--- src/hw/rtl/i2crm_pkg.sv ---
`timescale 1ns / 1ps
// ---------------------------------------------------------------------------
// i2crm_pkg: shared types and constants of the I2C register master
// Item codes, operation codes, sequencer phases, queue sizing, the request
// record passed from the front end to the sequencer and the result record.
// ---------------------------------------------------------------------------
package i2crm_pkg;

  // Raw request kinds as they arrive on the input channel
  typedef enum logic [1:0] {
    KIND_COMMAND = 2'd0,
    KIND_DATA    = 2'd1,
    KIND_TICK    = 2'd2
  } item_kind_t;

  typedef enum logic [1:0] {
    OP_PROBE = 2'd0,
    OP_WRITE = 2'd1,
    OP_READ  = 2'd2
  } op_t;

  typedef enum logic [4:0] {
    PH_IDLE    = 5'd0,
    PH_START1  = 5'd1,
    PH_AW_BITS = 5'd2,
    PH_AW_ACK  = 5'd3,
    PH_RH_BITS = 5'd4,
    PH_RH_ACK  = 5'd5,
    PH_RL_BITS = 5'd6,
    PH_RL_ACK  = 5'd7,
    PH_START2  = 5'd8,
    PH_AR_BITS = 5'd9,
    PH_AR_ACK  = 5'd10,
    PH_DW_BITS = 5'd11,
    PH_DW_ACK  = 5'd12,
    PH_PR_BITS = 5'd13,
    PH_PR_ACK  = 5'd14,
    PH_RX_BITS = 5'd15,
    PH_RX_ACK  = 5'd16,
    PH_STOP    = 5'd17
  } phase_t;

  localparam logic [7:0] SLAVE_ADDR_RESET = 8'h3a;
  localparam logic [2:0] NACK_MAX         = 3'd7;

  // Request queue between front end and sequencer
  localparam int QUEUE_DEPTH = 2;
  localparam int QUEUE_AW    = $clog2(QUEUE_DEPTH);
  localparam int QUEUE_CW    = $clog2(QUEUE_DEPTH + 1);

  // Classified request; byte_count already has zero mapped to one
  typedef struct packed {
    item_kind_t  kind;
    logic        sda_sample;
    op_t         operation;
    logic        wide_register;
    logic [15:0] register_address;
    logic [7:0]  byte_count;
    logic [7:0]  data_byte;
  } item_t;

  typedef struct packed {
    logic       scl_level;
    logic       sda_level;
    logic       sda_released;
    logic       read_valid;
    logic [7:0] read_byte;
    logic       read_last;
    logic       write_wanted;
    logic       done_res;
    logic [2:0] nack_count;
  } result_t;

endpackage

--- src/hw/rtl/i2crm_if.sv ---
`timescale 1ns / 1ps
// ---------------------------------------------------------------------------
// i2crm_if: request and result channels of the I2C register master
// Valid/ready channels; a transfer happens when valid and ready are high.
// ---------------------------------------------------------------------------
interface i2crm_in_if;
  logic        valid;
  logic        ready;
  logic [1:0]  kind;
  logic        sda_sample;
  logic [1:0]  operation;
  logic        wide_register;
  logic [15:0] register_address;
  logic [7:0]  byte_count;
  logic [7:0]  data_byte;

  modport source (
    output valid, kind, sda_sample, operation, wide_register,
           register_address, byte_count, data_byte,
    input  ready
  );
  modport sink (
    input  valid, kind, sda_sample, operation, wide_register,
           register_address, byte_count, data_byte,
    output ready
  );
endinterface

interface i2crm_out_if;
  logic       valid;
  logic       ready;
  logic       scl_level;
  logic       sda_level;
  logic       sda_released;
  logic       read_valid;
  logic [7:0] read_byte;
  logic       read_last;
  logic       write_wanted;
  logic       done_res;
  logic [2:0] nack_count;

  modport source (
    output valid, scl_level, sda_level, sda_released, read_valid, read_byte,
           read_last, write_wanted, done_res, nack_count,
    input  ready
  );
  modport sink (
    input  valid, scl_level, sda_level, sda_released, read_valid, read_byte,
           read_last, write_wanted, done_res, nack_count,
    output ready
  );
endinterface

--- src/hw/rtl/i2crm_front.sv ---
`timescale 1ns / 1ps
// ---------------------------------------------------------------------------
// i2crm_front: request intake and classification
// Accept requests while the queue has room, drop unused kinds and operation
// codes, and normalize the byte count before queueing.
// ---------------------------------------------------------------------------
module i2crm_front (
  i2crm_in_if.sink          in_chan,
  input  logic              q_full,
  output logic              q_push,
  output i2crm_pkg::item_t  q_push_item
);

  logic keep;

  assign in_chan.ready = !q_full;

  // Drop unused kinds and commands with an unknown operation code
  always_comb begin
    keep = 1'b0;
    unique case (in_chan.kind)
      i2crm_pkg::KIND_COMMAND: keep = (in_chan.operation != 2'd3);
      i2crm_pkg::KIND_DATA:    keep = 1'b1;
      i2crm_pkg::KIND_TICK:    keep = 1'b1;
      default:                 keep = 1'b0;
    endcase
  end

  assign q_push = in_chan.valid && in_chan.ready && keep;

  always_comb begin
    q_push_item.kind             = i2crm_pkg::item_kind_t'(in_chan.kind);
    q_push_item.sda_sample       = in_chan.sda_sample;
    q_push_item.operation        = i2crm_pkg::op_t'(in_chan.operation);
    q_push_item.wide_register    = in_chan.wide_register;
    q_push_item.register_address = in_chan.register_address;
    q_push_item.byte_count       = (in_chan.byte_count == 8'd0) ? 8'd1 : in_chan.byte_count;
    q_push_item.data_byte        = in_chan.data_byte;
  end

endmodule

--- src/hw/rtl/i2crm_queue.sv ---
`timescale 1ns / 1ps
// ---------------------------------------------------------------------------
// i2crm_queue: short request queue
// Small FIFO that decouples request intake from the bus sequencer.
// ---------------------------------------------------------------------------
module i2crm_queue (
  input  logic              clk,
  input  logic              rst_n,
  input  logic              push,
  input  i2crm_pkg::item_t  push_item,
  output logic              full,
  input  logic              pop,
  output i2crm_pkg::item_t  pop_item,
  output logic              empty
);

  i2crm_pkg::item_t                     entries_r [i2crm_pkg::QUEUE_DEPTH];
  logic [i2crm_pkg::QUEUE_AW-1:0]       wr_ptr_r, wr_ptr_nxt;
  logic [i2crm_pkg::QUEUE_AW-1:0]       rd_ptr_r, rd_ptr_nxt;
  logic [i2crm_pkg::QUEUE_CW-1:0]       count_r, count_nxt;

  localparam logic [i2crm_pkg::QUEUE_AW-1:0] LastIdx =
    i2crm_pkg::QUEUE_AW'(i2crm_pkg::QUEUE_DEPTH - 1);
  localparam logic [i2crm_pkg::QUEUE_CW-1:0] FullCount =
    i2crm_pkg::QUEUE_CW'(i2crm_pkg::QUEUE_DEPTH);

  assign full     = (count_r == FullCount);
  assign empty    = (count_r == '0);
  assign pop_item = entries_r[rd_ptr_r];

  always_comb begin
    wr_ptr_nxt = wr_ptr_r;
    rd_ptr_nxt = rd_ptr_r;
    if (push) begin
      wr_ptr_nxt = (wr_ptr_r == LastIdx) ? '0 : wr_ptr_r + 1'b1;
    end
    if (pop) begin
      rd_ptr_nxt = (rd_ptr_r == LastIdx) ? '0 : rd_ptr_r + 1'b1;
    end
    unique case ({push, pop})
      2'b10:   count_nxt = count_r + 1'b1;
      2'b01:   count_nxt = count_r - 1'b1;
      default: count_nxt = count_r;
    endcase
  end

  always_ff @(posedge clk) begin
    if (!rst_n) begin
      wr_ptr_r <= '0;
      rd_ptr_r <= '0;
      count_r  <= '0;
    end else begin
      wr_ptr_r <= wr_ptr_nxt;
      rd_ptr_r <= rd_ptr_nxt;
      count_r  <= count_nxt;
    end
  end

  always_ff @(posedge clk) begin
    if (push) begin
      entries_r[wr_ptr_r] <= push_item;
    end
  end

endmodule

--- src/hw/rtl/i2crm_seq.sv ---
`timescale 1ns / 1ps
// ---------------------------------------------------------------------------
// i2crm_seq: bus phase sequencer
// Pop queued requests, step the SCL/SDA phases one tick at a time and hold
// each tick's result in an output register until it is taken.
// ---------------------------------------------------------------------------
module i2crm_seq (
  input  logic              clk,
  input  logic              rst_n,
  input  logic              cfg_we,
  input  logic [7:0]        cfg_wdata,
  input  logic              q_empty,
  input  i2crm_pkg::item_t  q_item,
  output logic              q_pop,
  i2crm_out_if.source       out_chan
);

  i2crm_pkg::phase_t phase_r, phase_nxt;
  logic [1:0]        sub_r, sub_nxt;
  logic [2:0]        bit_r, bit_nxt;
  logic [7:0]        shift_r, shift_nxt;
  logic [7:0]        left_r, left_nxt;
  logic [15:0]       reg_addr_r, reg_addr_nxt;
  i2crm_pkg::op_t    op_r, op_nxt;
  logic              wide_r, wide_nxt;
  logic [8:0]        pending_r, pending_nxt;
  logic [2:0]        nack_r, nack_nxt;
  logic              scl_r, scl_nxt;
  logic              sda_r, sda_nxt;
  logic              rel_r, rel_nxt;
  logic [7:0]        slave_r;

  logic              out_valid_r, out_valid_nxt;
  i2crm_pkg::result_t res_r, res_nxt;

  logic              slot_free;
  logic              tick;
  logic [7:0]        shift_cur;
  logic [7:0]        shift_in;
  logic              rv, rl, ww, dn;
  logic [7:0]        rb;
  logic              last_byte;

  assign slot_free = !out_valid_r || out_chan.ready;
  assign q_pop     = !q_empty && ((q_item.kind != i2crm_pkg::KIND_TICK) || slot_free);
  assign tick      = q_pop && (q_item.kind == i2crm_pkg::KIND_TICK);
  assign last_byte = (left_r <= 8'd1);
  assign shift_in  = {shift_r[6:0], q_item.sda_sample};

  always_comb begin
    phase_nxt    = phase_r;
    sub_nxt      = sub_r;
    bit_nxt      = bit_r;
    shift_nxt    = shift_r;
    left_nxt     = left_r;
    reg_addr_nxt = reg_addr_r;
    op_nxt       = op_r;
    wide_nxt     = wide_r;
    pending_nxt  = pending_r;
    nack_nxt     = nack_r;
    scl_nxt      = scl_r;
    sda_nxt      = sda_r;
    rel_nxt      = rel_r;
    shift_cur    = shift_r;
    rv = 1'b0;
    rb = 8'd0;
    rl = 1'b0;
    ww = 1'b0;
    dn = 1'b0;

    if (q_pop && (q_item.kind == i2crm_pkg::KIND_COMMAND) &&
        (phase_r == i2crm_pkg::PH_IDLE)) begin
      op_nxt       = q_item.operation;
      wide_nxt     = q_item.wide_register;
      reg_addr_nxt = q_item.register_address;
      left_nxt     = q_item.byte_count;
      nack_nxt     = 3'd0;
      shift_nxt    = q_item.data_byte;
      phase_nxt    = i2crm_pkg::PH_START1;
      sub_nxt      = 2'd0;
      bit_nxt      = 3'd0;
    end

    // A new data byte replaces any byte still waiting
    if (q_pop && (q_item.kind == i2crm_pkg::KIND_DATA)) begin
      pending_nxt = {1'b1, q_item.data_byte};
    end

    if (tick) begin
      unique case (phase_r)
        i2crm_pkg::PH_IDLE: begin
        end

        i2crm_pkg::PH_START1, i2crm_pkg::PH_START2: begin
          rel_nxt = 1'b0;
          unique case (sub_r)
            2'd0:    sda_nxt = 1'b1;
            2'd1:    scl_nxt = 1'b1;
            2'd2:    sda_nxt = 1'b0;
            default: scl_nxt = 1'b0;
          endcase
          if (sub_r != 2'd3) begin
            sub_nxt = sub_r + 2'd1;
          end else begin
            sub_nxt = 2'd0;
            bit_nxt = 3'd0;
            if (phase_r == i2crm_pkg::PH_START2) begin
              shift_nxt = slave_r + 8'd1;
              phase_nxt = i2crm_pkg::PH_AR_BITS;
            end else if (op_r == i2crm_pkg::OP_PROBE) begin
              phase_nxt = i2crm_pkg::PH_PR_BITS;
            end else begin
              shift_nxt = slave_r;
              phase_nxt = i2crm_pkg::PH_AW_BITS;
            end
          end
        end

        i2crm_pkg::PH_AW_BITS, i2crm_pkg::PH_RH_BITS, i2crm_pkg::PH_RL_BITS,
        i2crm_pkg::PH_AR_BITS, i2crm_pkg::PH_DW_BITS, i2crm_pkg::PH_PR_BITS: begin
          // Data bytes start only once a write byte is waiting
          if ((phase_r == i2crm_pkg::PH_DW_BITS) && (sub_r == 2'd0) && (bit_r == 3'd0)) begin
            if (!pending_r[8]) begin
              ww = 1'b1;
            end else begin
              shift_cur   = pending_r[7:0];
              pending_nxt = 9'd0;
            end
          end
          if (!ww) begin
            shift_nxt = shift_cur;
            unique case (sub_r)
              2'd0: begin
                rel_nxt = 1'b0;
                sda_nxt = shift_cur[~bit_r];
                sub_nxt = 2'd1;
              end
              2'd1: begin
                scl_nxt = 1'b1;
                sub_nxt = 2'd2;
              end
              default: begin
                scl_nxt = 1'b0;
                sub_nxt = 2'd0;
                if (bit_r == 3'd7) begin
                  bit_nxt = 3'd0;
                  unique case (phase_r)
                    i2crm_pkg::PH_AW_BITS: phase_nxt = i2crm_pkg::PH_AW_ACK;
                    i2crm_pkg::PH_RH_BITS: phase_nxt = i2crm_pkg::PH_RH_ACK;
                    i2crm_pkg::PH_RL_BITS: phase_nxt = i2crm_pkg::PH_RL_ACK;
                    i2crm_pkg::PH_AR_BITS: phase_nxt = i2crm_pkg::PH_AR_ACK;
                    i2crm_pkg::PH_DW_BITS: phase_nxt = i2crm_pkg::PH_DW_ACK;
                    default:               phase_nxt = i2crm_pkg::PH_PR_ACK;
                  endcase
                end else begin
                  bit_nxt = bit_r + 3'd1;
                end
              end
            endcase
          end
        end

        i2crm_pkg::PH_AW_ACK, i2crm_pkg::PH_RH_ACK, i2crm_pkg::PH_RL_ACK,
        i2crm_pkg::PH_AR_ACK, i2crm_pkg::PH_DW_ACK, i2crm_pkg::PH_PR_ACK: begin
          rel_nxt = 1'b1;
          if (sub_r == 2'd1) begin
            scl_nxt = 1'b1;
          end
          if ((sub_r == 2'd2) && q_item.sda_sample && (nack_r != i2crm_pkg::NACK_MAX)) begin
            nack_nxt = nack_r + 3'd1;
          end
          if (sub_r != 2'd3) begin
            sub_nxt = sub_r + 2'd1;
          end else begin
            scl_nxt = 1'b0;
            sub_nxt = 2'd0;
            bit_nxt = 3'd0;
            unique case (phase_r)
              i2crm_pkg::PH_AW_ACK: begin
                if (wide_r) begin
                  shift_nxt = reg_addr_r[15:8];
                  phase_nxt = i2crm_pkg::PH_RH_BITS;
                end else begin
                  shift_nxt = reg_addr_r[7:0];
                  phase_nxt = i2crm_pkg::PH_RL_BITS;
                end
              end
              i2crm_pkg::PH_RH_ACK: begin
                shift_nxt = reg_addr_r[7:0];
                phase_nxt = i2crm_pkg::PH_RL_BITS;
              end
              i2crm_pkg::PH_RL_ACK: begin
                priority if (op_r == i2crm_pkg::OP_READ) begin
                  phase_nxt = i2crm_pkg::PH_START2;
                end else if (nack_r != 3'd0) begin
                  phase_nxt = i2crm_pkg::PH_STOP;
                end else begin
                  phase_nxt = i2crm_pkg::PH_DW_BITS;
                end
              end
              i2crm_pkg::PH_AR_ACK: begin
                // After any NACK, read one last byte only
                if (nack_r != 3'd0) begin
                  left_nxt = 8'd1;
                end
                phase_nxt = i2crm_pkg::PH_RX_BITS;
              end
              i2crm_pkg::PH_DW_ACK: begin
                if ((nack_r != 3'd0) || last_byte) begin
                  phase_nxt = i2crm_pkg::PH_STOP;
                end else begin
                  left_nxt  = left_r - 8'd1;
                  phase_nxt = i2crm_pkg::PH_DW_BITS;
                end
              end
              default: phase_nxt = i2crm_pkg::PH_STOP;
            endcase
          end
        end

        i2crm_pkg::PH_RX_BITS: begin
          rel_nxt = 1'b1;
          unique case (sub_r)
            2'd0: begin
              scl_nxt = 1'b1;
              sub_nxt = 2'd1;
            end
            2'd1: begin
              shift_nxt = shift_in;
              if (bit_r == 3'd7) begin
                rv = 1'b1;
                rb = shift_in;
                rl = last_byte;
              end
              sub_nxt = 2'd2;
            end
            default: begin
              scl_nxt = 1'b0;
              sub_nxt = 2'd0;
              if (bit_r == 3'd7) begin
                bit_nxt   = 3'd0;
                phase_nxt = i2crm_pkg::PH_RX_ACK;
              end else begin
                bit_nxt = bit_r + 3'd1;
              end
            end
          endcase
        end

        i2crm_pkg::PH_RX_ACK: begin
          rel_nxt = 1'b0;
          if (sub_r == 2'd0) begin
            sda_nxt = last_byte;
            scl_nxt = 1'b1;
            sub_nxt = 2'd1;
          end else begin
            scl_nxt = 1'b0;
            sda_nxt = 1'b0;
            sub_nxt = 2'd0;
            bit_nxt = 3'd0;
            if (last_byte) begin
              phase_nxt = i2crm_pkg::PH_STOP;
            end else begin
              left_nxt  = left_r - 8'd1;
              phase_nxt = i2crm_pkg::PH_RX_BITS;
            end
          end
        end

        // STOP, and any code outside the phase list
        default: begin
          rel_nxt = 1'b0;
          unique case (sub_r)
            2'd0: begin
              sda_nxt = 1'b0;
              sub_nxt = 2'd1;
            end
            2'd1: begin
              scl_nxt = 1'b1;
              sub_nxt = 2'd2;
            end
            default: begin
              sda_nxt   = 1'b1;
              dn        = 1'b1;
              phase_nxt = i2crm_pkg::PH_IDLE;
              sub_nxt   = 2'd0;
              bit_nxt   = 3'd0;
            end
          endcase
        end
      endcase
    end

    res_nxt.scl_level    = scl_nxt;
    res_nxt.sda_level    = sda_nxt;
    res_nxt.sda_released = rel_nxt;
    res_nxt.read_valid   = rv;
    res_nxt.read_byte    = rb;
    res_nxt.read_last    = rl;
    res_nxt.write_wanted = ww;
    res_nxt.done_res     = dn;
    res_nxt.nack_count   = nack_nxt;

    if (tick) begin
      out_valid_nxt = 1'b1;
    end else if (out_chan.ready) begin
      out_valid_nxt = 1'b0;
    end else begin
      out_valid_nxt = out_valid_r;
    end
  end

  always_ff @(posedge clk) begin
    if (!rst_n) begin
      phase_r     <= i2crm_pkg::PH_IDLE;
      sub_r       <= 2'd0;
      bit_r       <= 3'd0;
      shift_r     <= 8'd0;
      left_r      <= 8'd0;
      reg_addr_r  <= 16'd0;
      op_r        <= i2crm_pkg::OP_PROBE;
      wide_r      <= 1'b0;
      pending_r   <= 9'd0;
      nack_r      <= 3'd0;
      scl_r       <= 1'b1;
      sda_r       <= 1'b1;
      rel_r       <= 1'b0;
      slave_r     <= i2crm_pkg::SLAVE_ADDR_RESET;
      out_valid_r <= 1'b0;
    end else begin
      phase_r     <= phase_nxt;
      sub_r       <= sub_nxt;
      bit_r       <= bit_nxt;
      shift_r     <= shift_nxt;
      left_r      <= left_nxt;
      reg_addr_r  <= reg_addr_nxt;
      op_r        <= op_nxt;
      wide_r      <= wide_nxt;
      pending_r   <= pending_nxt;
      nack_r      <= nack_nxt;
      scl_r       <= scl_nxt;
      sda_r       <= sda_nxt;
      rel_r       <= rel_nxt;
      out_valid_r <= out_valid_nxt;
      if (cfg_we) begin
        slave_r <= cfg_wdata;
      end
    end
  end

  always_ff @(posedge clk) begin
    if (tick) begin
      res_r <= res_nxt;
    end
  end

  assign out_chan.valid        = out_valid_r;
  assign out_chan.scl_level    = res_r.scl_level;
  assign out_chan.sda_level    = res_r.sda_level;
  assign out_chan.sda_released = res_r.sda_released;
  assign out_chan.read_valid   = res_r.read_valid;
  assign out_chan.read_byte    = res_r.read_byte;
  assign out_chan.read_last    = res_r.read_last;
  assign out_chan.write_wanted = res_r.write_wanted;
  assign out_chan.done_res     = res_r.done_res;
  assign out_chan.nack_count   = res_r.nack_count;

  // Idle bus always has SCL and SDA driven high
  a_idle_bus: assert property (@(posedge clk) disable iff (!rst_n)
    (phase_r == i2crm_pkg::PH_IDLE) |-> (scl_r && sda_r && !rel_r))
    else $error("bus not high while idle");

  // A finished STOP returns the sequencer to idle
  a_done_idle: assert property (@(posedge clk) disable iff (!rst_n)
    (tick && dn) |=> (phase_r == i2crm_pkg::PH_IDLE))
    else $error("done without return to idle");

  // A received byte completes only on the sample of its last bit
  a_read_point: assert property (@(posedge clk) disable iff (!rst_n)
    (tick && rv) |-> ((phase_r == i2crm_pkg::PH_RX_BITS) && (sub_r == 2'd1) &&
                      (bit_r == 3'd7)))
    else $error("read byte outside last bit sample");

  // No transaction sees more than four NACKs
  a_nack_bound: assert property (@(posedge clk) disable iff (!rst_n)
    nack_r <= 3'd4)
    else $error("NACK count beyond transaction bound");

  // A stalled tick leaves the sequencer where it was
  a_stall_hold: assert property (@(posedge clk) disable iff (!rst_n)
    (tick && ww) |=> ((phase_r == i2crm_pkg::PH_DW_BITS) && (sub_r == 2'd0) &&
                      (bit_r == 3'd0) && $stable(scl_r)))
    else $error("write stall moved the sequencer");

endmodule

--- src/hw/rtl/i2c_register_master.sv ---
`timescale 1ns / 1ps
// ---------------------------------------------------------------------------
// i2c_register_master: I2C register read/write master, tick driven
// Front end, request queue and bus phase sequencer.
// ---------------------------------------------------------------------------
// Usage:
//   in_chan carries requests: a command (probe, register write, register
//   read), a write data byte, or a bus tick with the sampled SDA level.
//   Each tick stands for one phase delay and yields exactly one result on
//   out_chan: the SCL/SDA levels to drive, SDA direction, any received byte,
//   the write-byte stall flag, the done flag and the NACK count. Commands and
//   data bytes produce no result; unknown kinds and operation codes are
//   accepted and dropped.
//   cfg_we/cfg_wdata set the 8-bit target write address (read uses +1);
//   write it only while the bus is idle and no request is in flight.
//   Throughput: one request per cycle while out_chan keeps taking results,
//   as the sequencer makes a single phase step per tick. A tick's request
//   is written into the two-entry queue, its result is registered as it
//   leaves the queue and stays in the result register until it is taken.
//   Reset leaves the bus idle with SCL and SDA high and driven, the address
//   at 0x3a and no write byte waiting.
//   If out_chan stalls, the result register holds, the sequencer stops on
//   the next tick and the queue fills; in_chan.ready drops once it is full.
// ---------------------------------------------------------------------------
module i2c_register_master (
  input  logic        clk,
  input  logic        rst_n,
  input  logic        cfg_we,
  input  logic [7:0]  cfg_wdata,
  i2crm_in_if.sink    in_chan,
  i2crm_out_if.source out_chan
);

  logic             q_push;
  i2crm_pkg::item_t q_push_item;
  logic             q_full;
  logic             q_pop;
  i2crm_pkg::item_t q_pop_item;
  logic             q_empty;

  // Classify requests and drop the ones that mean nothing
  i2crm_front u_front (
    .in_chan     (in_chan),
    .q_full      (q_full),
    .q_push      (q_push),
    .q_push_item (q_push_item)
  );

  // Decouple intake from the sequencer so each side can stall alone
  i2crm_queue u_queue (
    .clk       (clk),
    .rst_n     (rst_n),
    .push      (q_push),
    .push_item (q_push_item),
    .full      (q_full),
    .pop       (q_pop),
    .pop_item  (q_pop_item),
    .empty     (q_empty)
  );

  // Advance the bus one phase per tick and register each result
  i2crm_seq u_seq (
    .clk       (clk),
    .rst_n     (rst_n),
    .cfg_we    (cfg_we),
    .cfg_wdata (cfg_wdata),
    .q_empty   (q_empty),
    .q_item    (q_pop_item),
    .q_pop     (q_pop),
    .out_chan  (out_chan)
  );

endmodule

--- src/flat_wrapper.sv ---
// flat-port wrapper written by rule: the top's interface ports become plain ports
module i2c_register_master_flat 
  (clk, rst_n, cfg_we, cfg_wdata, in_chan_valid, in_chan_kind, in_chan_sda_sample, in_chan_operation, in_chan_wide_register, in_chan_register_address, in_chan_byte_count, in_chan_data_byte, in_chan_ready, out_chan_valid, out_chan_scl_level, out_chan_sda_level, out_chan_sda_released, out_chan_read_valid, out_chan_read_byte, out_chan_read_last, out_chan_write_wanted, out_chan_done_res, out_chan_nack_count, out_chan_ready);
  i2crm_in_if in_chan_i ();
  i2crm_out_if out_chan_i ();
  input  logic clk;
  input  logic rst_n;
  input  logic cfg_we;
  input  logic [7:0] cfg_wdata;
  input wire logic [$bits(in_chan_i.valid)-1:0] in_chan_valid;
  input wire logic [$bits(in_chan_i.kind)-1:0] in_chan_kind;
  input wire logic [$bits(in_chan_i.sda_sample)-1:0] in_chan_sda_sample;
  input wire logic [$bits(in_chan_i.operation)-1:0] in_chan_operation;
  input wire logic [$bits(in_chan_i.wide_register)-1:0] in_chan_wide_register;
  input wire logic [$bits(in_chan_i.register_address)-1:0] in_chan_register_address;
  input wire logic [$bits(in_chan_i.byte_count)-1:0] in_chan_byte_count;
  input wire logic [$bits(in_chan_i.data_byte)-1:0] in_chan_data_byte;
  output wire logic [$bits(in_chan_i.ready)-1:0] in_chan_ready;
  output wire logic [$bits(out_chan_i.valid)-1:0] out_chan_valid;
  output wire logic [$bits(out_chan_i.scl_level)-1:0] out_chan_scl_level;
  output wire logic [$bits(out_chan_i.sda_level)-1:0] out_chan_sda_level;
  output wire logic [$bits(out_chan_i.sda_released)-1:0] out_chan_sda_released;
  output wire logic [$bits(out_chan_i.read_valid)-1:0] out_chan_read_valid;
  output wire logic [$bits(out_chan_i.read_byte)-1:0] out_chan_read_byte;
  output wire logic [$bits(out_chan_i.read_last)-1:0] out_chan_read_last;
  output wire logic [$bits(out_chan_i.write_wanted)-1:0] out_chan_write_wanted;
  output wire logic [$bits(out_chan_i.done_res)-1:0] out_chan_done_res;
  output wire logic [$bits(out_chan_i.nack_count)-1:0] out_chan_nack_count;
  input wire logic [$bits(out_chan_i.ready)-1:0] out_chan_ready;
  assign in_chan_i.valid = in_chan_valid;
  assign in_chan_i.kind = in_chan_kind;
  assign in_chan_i.sda_sample = in_chan_sda_sample;
  assign in_chan_i.operation = in_chan_operation;
  assign in_chan_i.wide_register = in_chan_wide_register;
  assign in_chan_i.register_address = in_chan_register_address;
  assign in_chan_i.byte_count = in_chan_byte_count;
  assign in_chan_i.data_byte = in_chan_data_byte;
  assign in_chan_ready = in_chan_i.ready;
  assign out_chan_valid = out_chan_i.valid;
  assign out_chan_scl_level = out_chan_i.scl_level;
  assign out_chan_sda_level = out_chan_i.sda_level;
  assign out_chan_sda_released = out_chan_i.sda_released;
  assign out_chan_read_valid = out_chan_i.read_valid;
  assign out_chan_read_byte = out_chan_i.read_byte;
  assign out_chan_read_last = out_chan_i.read_last;
  assign out_chan_write_wanted = out_chan_i.write_wanted;
  assign out_chan_done_res = out_chan_i.done_res;
  assign out_chan_nack_count = out_chan_i.nack_count;
  assign out_chan_i.ready = out_chan_ready;
  i2c_register_master u_core (.clk(clk), .rst_n(rst_n), .cfg_we(cfg_we), .cfg_wdata(cfg_wdata), .in_chan(in_chan_i), .out_chan(out_chan_i));
endmodule
--- config.mk ---
export PLATFORM = sky130hd
export DESIGN_NAME = i2c_register_master_flat
export DESIGN_NICKNAME = d
export VERILOG_FILES = /design/src/hw/rtl/i2crm_pkg.sv /design/src/hw/rtl/i2crm_if.sv /design/src/hw/rtl/i2crm_front.sv /design/src/hw/rtl/i2crm_queue.sv /design/src/hw/rtl/i2crm_seq.sv /design/src/hw/rtl/i2c_register_master.sv /design/src/flat_wrapper.sv
export SDC_FILE = /design/constraint.sdc
export NUM_CORES = 1
export LEC_CHECK = 0
export BUFFER_PORTS_ARGS = -buffer_cell sky130_fd_sc_hd__buf_4
export CORE_ASPECT_RATIO = 0.75
export CORE_MARGIN = 3
export CORE_UTILIZATION = 30
export DETAILED_ROUTE_END_ITERATION = 10
export MAX_ROUTING_LAYER = met4
export PLACE_DENSITY_LB_ADDON = 0.08
export SYNTH_ARGS = -nofsm -noshare
export SYNTH_HDL_FRONTEND = slang
export SYNTH_SLANG_ARGS = --single-unit
--- constraint.sdc ---
create_clock -name clk -period 2.52 [get_ports clk]
set_input_delay 0.126 -clock clk [delete_from_list [all_inputs] [get_ports clk]]
set_output_delay 0.126 -clock clk [all_outputs]
set_load 0.01 [all_outputs]
==> out/qor.csv, run 1 <==
metric,value,unit
status,completed,
drv_cap,0,
syn_area,8540,um2
dp_hpwl,21500,um
whs,0.0266,ns
cts_tree,done,
clock_latency,0.44,ns
core_region_area,27500,um2
track_usage,19.3,%
critPathBufInv,2,
regArea,4310,um2
grt_pass1_wl,44000,um
ctsHtreeMaxLevel,4,
wl,28300,um
setup_viol,0,
area_growth,30.8,%
crit_path_max_fanout,14,
ys_ff_latch,168,
synth_cells,841,
powerDensity,789,nW/um2
rows,52,
place_congestion,1.01,
start_kind,flip-flop,
slew_headroom,59.5,%
cp.required,2.82,ns
first_global_vias,7074,
worst_pin_slew,0.606,ns
io_pins,71,
routed_via_density,5.14,
syn_nets,908,
ir_worst_vdd,0.442,mV
max_freq,0.409,GHz
die_w,201,um
fin_crit,2.44,ns
dieArea,30600,um2
grt_max_degree,41,
slew_viol_final,0,
synthArstFlopShare,0,%
fin_skew,0.0144,ns
synth-edff-count,94,
port_buffers,70,
start_util,31.0,%
hold_viol,0,
ant_nets,0,
cts_buffer_depth,2,
hp-class,in -> reg,
nets,1080,
drt_iter0_markers,645,
clock_sinks,168,
drtPass1Iterations,5,
multi_input_area,3950,um2
yosys_warnings,0,
period_share,97.0,%
remaining_drc_errors,0,
setup_slack,0.0755,ns
cts-root-buf,clkbuf_16,
numCtsBuffers,17,
grt_remaining_overflow,0,
crit_type,reg -> reg,
path_clk_slew,0.07,ns
pre_cts_ws,0.0291,ns
p_leak,4.10,nW
wl_per_cell,20.1,um
antenna_found_initial,0,
drive_above_1_share,22.5,%
via_count,7220,
path_common_cell,buf_4,
ys.flop_type,edfxtp_1,
syn_area_per_cell,10.2,um2
cp.arrival,2.74,ns
fillCellCount,2696,
cp-end-kind,flip-flop,
dieHeight,152,um
crit_family,simple AND/OR/NAND/NOR gates,
critical_path.max_stage_delay,0.47,ns
crit_path_cell_trace,nand4b_1 > nor3b_4 > o32ai_1 > buf_4 > a211o_1 > buf_4 > nand3b_1 > a21oi_1,
crit_path_top_delay_cell,nand4b_1,
ys_seq_area_share,50.4,%
synth_cell_type_count,83,
diodes,0,
## cell type report
class	instances	share of cell area, %
multi-input combinational	589	35.3
tap	378	4.23
clock inverter	12	1.20
inverter	24	0.828
clock buffer	20	4.19
sequential	168	38.5
timing repair buffer	213	15.7
## placed cells by master, fill, tap and decap left out, types with 11 or more instances in the layout
cell | Yosys | routed
clkbuf_16 | 0 | 18
nand3_1 | 22 | 21
dlygate4sd3_1 | 0 | 48
o21ai_0 | 33 | 33
dfxtp_1 | 74 | 72
inv_1 | 23 | 23
a211oi_1 | 30 | 30
nor3_1 | 17 | 17
ha_1 | 16 | 16
nor2_1 | 79 | 77
mux2i_1 | 54 | 54
nor2b_1 | 11 | 11
a21oi_1 | 48 | 48
o21ai_1 | 13 | 12
nand2_1 | 56 | 55
edfxtp_1 | 94 | 94
and3_1 | 17 | 17
buf_4 | 2 | 162
## final timing paths
| check | slack, ns | depth (start not counted) | from | end |
|---|---|---|---|---|
| setup / recovery | 0.08 | 8 | u_core.u_seq.phase_r[2] | u_core.u_seq.bit_r[0] |
| hold / removal | 0.03 | 2 | cfg_we | u_core.u_seq.slave_r[5] |
| setup reg to reg | 0.08 | 8 | u_core.u_seq.phase_r[2] | u_core.u_seq.bit_r[0] |
| hold reg to reg | 0.50 | 2 | u_core.u_seq.reg_addr_r[14] | u_core.u_seq.reg_addr_r[14] |
## stage by stage
stage | total power (W) | cells | area [um2] | TNS [ns] | util [%]
2_1_floorplan | 0.00508 | 841 | 8540 | -27.49 | -
3_3_place_gp | 0.00605 | 1323 | 10000 | -0.00831 | 36.4
3_5_place_dp | 0.00606 | 1323 | 10000 | 0 | 36.4
4_1_cts | 0.00887 | 1403 | 11100 | 0 | 40.4
5_1_grt | 0.00933 | 1404 | 11200 | -0.000109 | 40.6
6_report | 0.00882 | 1404 | 11200 | 0 | 40.6
## Yosys cell counts, drive strengths merged, types with 16 or more instances
cell type / n / area (um2)
a211oi: 30 / 225
a21oi: 49 / 249
and3: 17 / 106
buf: 30 / 154
clkbuf: 30 / 113
dfxtp: 74 / 1480
edfxtp: 94 / 2820
ha: 16 / 200
inv: 24 / 90.1
mux2i: 54 / 541
nand2: 56 / 210
nand3: 22 / 110
nor2: 80 / 303
nor3: 19 / 105
o21ai: 46 / 230
## report_power, final
group          total, W  switching (W)  internal, W  leakage [nW]
Sequential      0.00355       0.000275      0.00328          1.46
Clock           0.00270        0.00121      0.00148         0.294
Combinational   0.00257        0.00148      0.00109          2.35
## cell families after synthesis
logic type,Yosys count,synth area share [%]
muxes,60,7.25
adders and majority gates,16,2.34
buffers and inverters,84,4.17
AOI/OAI and AO/OA,228,18.0
and+or+nand+nor,274,16.6
xor gates and xnor gates,11,1.22
DFF,168,50.4
## state kept, by name, indices dropped and copies added, names as in the netlist, 2 cells and up, named ones only
signal and count:
u_core.u_seq.phase_r 5, u_core.u_seq.shift_r 8, u_core.u_seq.reg_addr_r 16, u_core.u_seq.op_r 2, u_core.u_seq.out_chan.nack_count 3, u_core.u_queue.entries_r 76
u_core.u_seq.pending_r 9, u_core.u_seq.slave_r 8, u_core.u_seq.bit_r 3, u_core.u_seq.left_r 8, u_core.u_seq.nack_r 3, u_core.u_queue.count_r 2
u_core.u_seq.out_chan.read_byte 8, u_core.u_seq.sub_r 2
## worst reg2reg max path, cell delays in order, from the launching register on
cell and delay (ns):
dfxtp_1 0.45, nand4b_1 0.47, nor3b_4 0.43, o32ai_1 0.19, buf_4 0.17, a211o_1 0.32
buf_4 0.14, nand3b_1 0.07, a21oi_1 0.06
## layer usage
layer,GRT usage (%),wire (um),vias up
met5,-,0,-
met2,25.1,11100,227
met4,3.95,292,0
met1,30.3,15100,3477
li1,-,-,3493
met3,4.10,1770,23
## what timing repair did
| action | CTS | global route |
|---|---|---|
| setup endpoints to repair | 1 | 12 |
| gates resized for setup | 1 | 11 |
| gates cloned | 0 | 0 |
| endpoints found under the hold margin | 84 | 0 |
| hold buffers | 48 | 0 |
| pin swaps | 0 | 2 |
| buffers inserted | 0 | 1 |
No activity file was read; power rests on OpenSTA's default activity.
==> run 2, diff against run 1 <==
Settings changed: BUFFER_PORTS_ARGS -buffer_cell sky130_fd_sc_hd__buf_4 to -buffer_cell sky130_fd_sc_hd__buf_2.
==> run 2 against run 1 <==
Against the previous run:
- fmax up 2.5%
- clock skew down 0.0015 ns
- critical path depth unchanged
- sequential share of layout area up 0.83 points
- combinational power about the same
- critical path type unchanged
- largest power group unchanged
==> out/qor.csv, run 2 (same netlist as run 1, synthesis figures left out) <==
metric,value,unit,change
ir_worst_vdd,0.571,mV,was 0.442 mV
slew_headroom,63.0,%,was 59.5%
diodes,0,,unchanged
cts_buffer_depth,2,,unchanged
grt.met3_usage,4.25,%,was 4.10%
nets,1071,,was 1080
cp.required,2.83,ns,was 2.82 ns
fin_crit,2.39,ns,was 2.44 ns
final_common_cell,edfxtp_1,,was buf_4
period_share,94.6,%,was 97.0%
critical_path.max_stage_delay,0.49,ns,was 0.47 ns
reg2reg_slack,0.13,ns,was 0.08 ns
routed_via_density,5.20,,was 5.14
die_w,201,um,unchanged
grtUsageMet1,28.8,%,was 30.3%
path_common_cell,o22ai_1,,was buf_4
cp-end-kind,flip-flop,,unchanged
crit_path_max_fanout,15,,was 14
cts_tree,done,,unchanged
p_leak,4.00,nW,was 4.10 nW
ctsHtreeMaxLevel,4,,unchanged
crit_path_cell_trace,buf_12 > xnor2_2 > buf_4 > nor3_1 > nand2_1 > o22ai_1 > nor2_1 > o22ai_1,,was nand4b_1 > nor3b_4 > o32ai_1 > buf_4 > a211o_1 > buf_4 > nand3b_1 > a21oi_1
holdPathEnd,u_core.u_seq.out_chan.valid,,was u_core.u_seq.slave_r[5]
wl_per_cell,20.5,um,was 20.1 um
start_kind,flip-flop,,unchanged
regArea,4310,um2,about the same
finalSetupTns,0,ns,unchanged
top_regs,"u_core.u_queue.entries_r: 76 flops, u_core.u_seq.reg_addr_r: 16 flops, u_core.u_seq.pending_r: 9 flops",,unchanged
dieHeight,152,um,unchanged
ff2ff_path_depth,8,,unchanged
slew_viol_final,0,,unchanged
hold_viol,0,,unchanged
grt_pass1_wl,43600,um,was 44000 um
powerDensity,810,nW/um2,was 789 nW/um2
drtPass1Iterations,5,,unchanged
fin_skew,0.0128,ns,was 0.0144 ns
worstHoldStart,out_chan_ready,,was cfg_we
area_growth,28.0,%,was 30.8%
via_count,7253,,was 7220
start_util,31.0,%,unchanged
crit_family,simple AND/OR/NAND/NOR gates,,unchanged
ant_nets,0,,unchanged
rsz0062_at_grt,no,,
multi_input_area,3930,um2,was 3950 um2
fin_util,39.7,%,was 40.6%
final_cell_mix,"94 x edfxtp_1, 83 x buf_4, 77 x nor2_1",,"was 162 x buf_4, 94 x edfxtp_1, 77 x nor2_1"
grt_max_degree,39,,was 41
dieArea,30600,um2,unchanged
drt_iter0_markers,559,,was 645
track_usage,19.1,%,was 19.3%
whs,0.0397,ns,was 0.0266 ns
io_pins,71,,unchanged
largest_register,u_core.u_queue.entries_r,,unchanged
clock_sinks,168,,unchanged
grt_remaining_overflow,0,,unchanged
busiest_layer,met1,,unchanged
critPathBufInv,2,,unchanged
dp_hpwl,21500,um,about the same
largest_register_ffs,76,,unchanged
met2_usage,25.9,%,was 25.1%
place_congestion,0.933,,was 1.01
cp.arrival,2.69,ns,was 2.74 ns
drv_cap,0,,unchanged
rows,52,,unchanged
hp-class,in -> reg,,unchanged
holdPathStages,4,,was 2
r2r-end,u_core.u_seq.phase_r[0],,was u_core.u_seq.bit_r[0]
numCtsBuffers,17,,unchanged
r2r_start,u_core.u_seq.phase_r[0],,was u_core.u_seq.phase_r[2]
worst_pin_slew,0.554,ns,was 0.606 ns
crit_type,reg -> reg,,unchanged
first_global_vias,7075,,was 7074
remaining_drc_errors,0,,unchanged
drive_above_1_share,21.4,%,was 22.5%
setup_viol,0,,unchanged
wl,28600,um,was 28300 um
p_total,0.00886,W,was 0.00882 W
antenna_found_initial,0,,unchanged
port_buffers,70,,unchanged
clock_latency,0.45,ns,was 0.44 ns
core_region_area,27500,um2,unchanged
status,completed,,unchanged
cts-root-buf,clkbuf_16,,unchanged
fillCellCount,2689,,was 2696
max_freq,0.419,GHz,was 0.409 GHz
crit_path_top_delay_cell,dfxtp_1,,was nand4b_1
path_clk_slew,0.07,ns,about the same
## run 2: cell types whose count changed in the layout (fill, tap and decap cells not counted), sizes merged
cell	before	now
clkinvlp	1	2
buf	165	158
clkinv	4	5
dlygate4sd3	48	46
inv	30	28
## run 2: timing repair
action | in CTS | in global routing
hold buffers | 46 | 0
buffers inserted | 0 | 0
resized for setup | 0 | 4
hold endpoints to repair | 84 | 0
setup endpoints to repair | 0 | 6
## run 2: worst max path at each step
stage               slack (ns)                             end  cells after the start                 startpoint
floorplan                -0.36  u_core.u_queue.entries_r[0][0]                      3  u_core.u_queue.count_r[0]
global placement          0.07          u_core.u_seq.left_r[6]                      7    u_core.u_seq.phase_r[4]
detailed placement        0.13         u_core.u_seq.shift_r[4]                      9      u_core.u_seq.sub_r[0]
CTS                       0.11         u_core.u_seq.shift_r[4]                      9      u_core.u_seq.sub_r[0]
global route              0.02         u_core.u_seq.shift_r[7]                      8    u_core.u_seq.phase_r[2]
finish                    0.13         u_core.u_seq.phase_r[0]                      8    u_core.u_seq.phase_r[0]
## run 2: final cells by class
cell class / count / area share (%)
Sequential cell: 168 / 39.4
Multi-Input combinational cell: 589 / 35.9
Timing Repair Buffer: 204 / 14.0
Clock buffer: 20 / 4.38
Tap cell: 378 / 4.32
Clock inverter: 12 / 1.21
Inverter: 24 / 0.824
## run 2: metal layers
metal / part of all wire, % / wire (um) / vias up
met3: 6.5 / 1850 / 20
met4: 1.2 / 331 / 0
met5: 0 / 0 / -
met2: 40 / 11600 / 239
li1: - / - / 3464
met1: 52 / 14900 / 3530
## run 2: metrics by stage
| step | area, um2 | cells | setup WS [ns] |
|---|---|---|---|
| after floorplan | 8540 | 841 | -0.362 |
| after global placement | 9850 | 1317 | 0.0709 |
| after detailed placement | 9850 | 1317 | 0.129 |
| after CTS | 10900 | 1395 | 0.106 |
| after global routing | 10900 | 1395 | 0.0234 |
| final | 10900 | 1395 | 0.135 |
## run 2: worst min-delay path, cell delays in order
cell and delay (ns):
buf_2 0.08, nor2b_1 0.08, nor2_1 0.11, nor2_1 0.04
## run 2: report_power, final
part           switching [W]  internal (W)
logic                0.00147       0.00108
registers           0.000273       0.00328
clock network        0.00125       0.00151
total                0.00299       0.00586
==> run 3, diff against run 2 <==
Settings changed: SYNTH_HIERARCHICAL from default to 1.
==> run 3 against run 2 <==
Against the previous run:
- largest power group unchanged
- setup slack got worse by 0.040 ns
- synthesized area increased by 6.1%
- hold slack improved by 0.023 ns
==> out/qor.csv, run 3 <==
metric,value,unit,change
slew_viol_final,0,,unchanged
io_pins,71,,unchanged
instances_no_fill,1454,,was 1395
crit_type,reg -> reg,,unchanged
clock_latency,0.43,ns,was 0.45 ns
cts_buffer_depth,2,,unchanged
crit_path_top_delay_cell,or3_1,,was dfxtp_1
ant_nets,0,,unchanged
fin_util,38.5,%,was 39.7%
die_w,207,um,was 201 um
synth_cells,911,,was 841
syn_nets,978,,was 908
syn_area_per_cell,9.95,um2,was 10.2 um2
syn_area,9070,um2,was 8540 um2
area_growth,24.6,%,was 28.0%
grt_max_degree,32,,was 39
place_congestion,0.888,,was 0.933
synth-edff-count,94,,unchanged
largest_register,u_core/u_queue/entries_r,,was u_core.u_queue.entries_r
status,completed,,unchanged
synth_commonest_cells,"123 x nand2_1, 94 x edfxtp_1, 74 x dfxtp_1",,"was 94 x edfxtp_1, 79 x nor2_1, 74 x dfxtp_1"
synthArstFlopShare,0,%,unchanged
via_count,7293,,was 7253
first_global_vias,7313,,was 7075
remaining_drc_errors,0,,unchanged
crit_path_cell_trace,mux2_2 > nand2b_1 > or3_4 > buf_6 > or3_1 > a211oi_2 > a21oi_2 > mux2_2,,was buf_12 > xnor2_2 > buf_4 > nor3_1 > nand2_1 > o22ai_1 > nor2_1 > o22ai_1
rows,54,,was 52
core_region_area,29400,um2,was 27500 um2
drt_iter0_markers,651,,was 559
dpl.cell_count,1376,,was 1317
fin_crit,2.42,ns,was 2.39 ns
rsz0062_at_grt,no,,unchanged
r2r-end,u_core/u_seq/bit_r[0],,was u_core.u_seq.phase_r[0]
ctsHtreeMaxLevel,4,,unchanged
clock_sinks,168,,unchanged
yosysMostFrequentCell,nand2_1,,was edfxtp_1
drtPass1Iterations,6,,was 5
path_clk_slew,0.06,ns,was 0.07 ns
holdPathStages,2,,was 4
crit_path_max_fanout,7,,was 15
p_leak,4.13,nW,was 4.00 nW
dieArea,32400,um2,was 30600 um2
yosysTopAreaCell,edfxtp_1,,unchanged
p_total,0.00819,W,was 0.00886 W
hp-class,in -> reg,,unchanged
worst_pin_slew,0.728,ns,was 0.554 ns
cts-root-buf,clkbuf_16,,unchanged
routed_via_density,5.02,,was 5.20
ff2ff_path_depth,8,,unchanged
max_freq,0.412,GHz,was 0.419 GHz
powerDensity,725,nW/um2,was 810 nW/um2
reg2reg_slack,0.1,ns,was 0.13 ns
synth.area.top_cells,"edfxtp_1 31%, dfxtp_1 16%, mux2_2 5.3%",,"was edfxtp_1 33%, dfxtp_1 17%, mux2i_1 6.3%"
start_util,30.9,%,was 31.0%
worstHoldStart,rst_n,,was out_chan_ready
holdPathEnd,u_core/u_seq/left_r[0],,was u_core.u_seq.out_chan.valid
dieHeight,157,um,was 152 um
largest_register_ffs,76,,unchanged
drv_cap,0,,unchanged
cts_setup_buffers,0,,unchanged
dp_hpwl,20500,um,was 21500 um
cp.required,2.84,ns,was 2.83 ns
drive_above_1_share,26.4,%,was 21.4%
top_regs,"u_core/u_queue/entries_r: 76 flops, u_core/u_seq/reg_addr_r: 16 flops, u_core/u_seq/pending_r: 9 flops",,"was u_core.u_queue.entries_r: 76 flops, u_core.u_seq.reg_addr_r: 16 flops, u_core.u_seq.pending_r: 9 flops"
synth_cell_type_count,82,,was 83
final_common_cell,nand2_1,,was edfxtp_1
wl,27400,um,was 28600 um
cp.arrival,2.75,ns,was 2.69 ns
start_kind,flip-flop,,unchanged
antenna_found_initial,0,,unchanged
cts_tree,done,,unchanged
ys_seq_area_share,47.5,%,was 50.4%
grt_pass1_wl,43100,um,was 43600 um
period_share,96.2,%,was 94.6%
cp-end-kind,flip-flop,,unchanged
grt_remaining_overflow,0,,unchanged
ys_ff_latch,168,,unchanged
critPathBufInv,1,,was 2
diodes,0,,unchanged
fin_skew,0.0111,ns,was 0.0128 ns
track_usage,18.0,%,was 19.1%
numCtsBuffers,17,,unchanged
nets,1116,,was 1071
port_buffers,70,,unchanged
crit_family,simple AND/OR/NAND/NOR gates,,unchanged
path_common_cell,mux2_2,,was o22ai_1
netlist.area_leader.share,31.1,%,was 33.0%
yosys_warnings,6,,was 0
ir_worst_vdd,0.465,mV,was 0.571 mV
critical_path.max_stage_delay,0.41,ns,was 0.49 ns
wl_per_cell,18.8,um,was 20.5 um
slew_headroom,51.0,%,was 63.0%
hold_viol,0,,unchanged
fillCellCount,2948,,was 2689
final_cell_mix,"123 x nand2_1, 94 x edfxtp_1, 88 x buf_4",,"was 94 x edfxtp_1, 83 x buf_4, 77 x nor2_1"
ys.flop_type,edfxtp_1,,unchanged
setup_viol,0,,unchanged
==> run 3: where the power goes <==
part | internal, W | total [W] | switching, W
Clock | 0.00165 | 0.00275 | 0.00111
Sequential | 0.00320 | 0.00335 | 0.000152
Combinational | 0.000909 | 0.00208 | 0.00118
Total | 0.00575 | 0.00819 | 0.00243
==> run 3: final cells by class <==
cell class	instances	area (um2)	share of cell area, %
clock buffer	22	474	4.20
clock inverter	10	141	1.25
inverter	26	97.6	0.864
multi-input combinational	628	4240	37.6
sequential	168	4310	38.1
tap	392	490	4.34
timing repair buffer	208	1540	13.7
==> run 3: cell families after synthesis <==
family | synth area share (%)
AND/OR/NAND/NOR | 18.9
AO/OA/AOI/OAI | 15.2
flip-flops | 47.5
buffers and inverters | 6.73
multiplexers | 8.76
adder cells (fa/ha/maj) | 2.21
XOR/XNOR | 0.773
==> run 3: what timing repair did <==
action / 4_1_cts / 5_1_grt
hold buffers: 46 / 0
pin swaps: 1 / 3
resized for setup: 6 / 15
endpoints found under the setup margin: 4 / 23
endpoints found under the hold margin: 84 / 0
==> run 3: per-layer routing <==
| metal | GRT usage [%] | share of wire, % | vias up |
|---|---|---|---|
| met3 | 3.95 | 5.6 | 17 |
| met2 | 26.1 | 43 | 190 |
| met4 | 4.01 | 0.99 | 0 |
| li1 | - | - | 3569 |
| met5 | - | 0 | - |
| met1 | 25.8 | 51 | 3517 |
==> run 3: stage by stage <==
step	TNS (ns)	worst slack, ns	cell area (um2)	hold slack, ns
2_1_floorplan	0	0.000416	9080	0.244
3_3_place_gp	0	0.0182	10100	0.316
3_5_place_dp	-0.0753	-0.0375	10100	0.318
4_1_cts	0	0.0171	11200	0.0429
5_1_grt	0	0.0000990	11300	0.0727
6_report	0	0.0951	11300	0.0622
==> run 3: worst max-delay path by stage <==
stage / cells past startpoint / end / startpoint / slack (ns)
after detailed placement: 8 / u_core/u_seq/bit_r[0] / flip-flop / -0.04
after CTS: 8 / u_core/u_seq/bit_r[0] / flip-flop / 0.02
final: 8 / u_core/u_seq/bit_r[0] / flip-flop / 0.1
after global placement: 8 / u_core/u_seq/bit_r[0] / flip-flop / 0.02
after floorplan: 9 / u_core/u_seq/out_chan.sda_level / flip-flop / 0.0004
after global routing: 8 / u_core/u_seq/out_chan.nack_count[2] / flip-flop / 0.0001
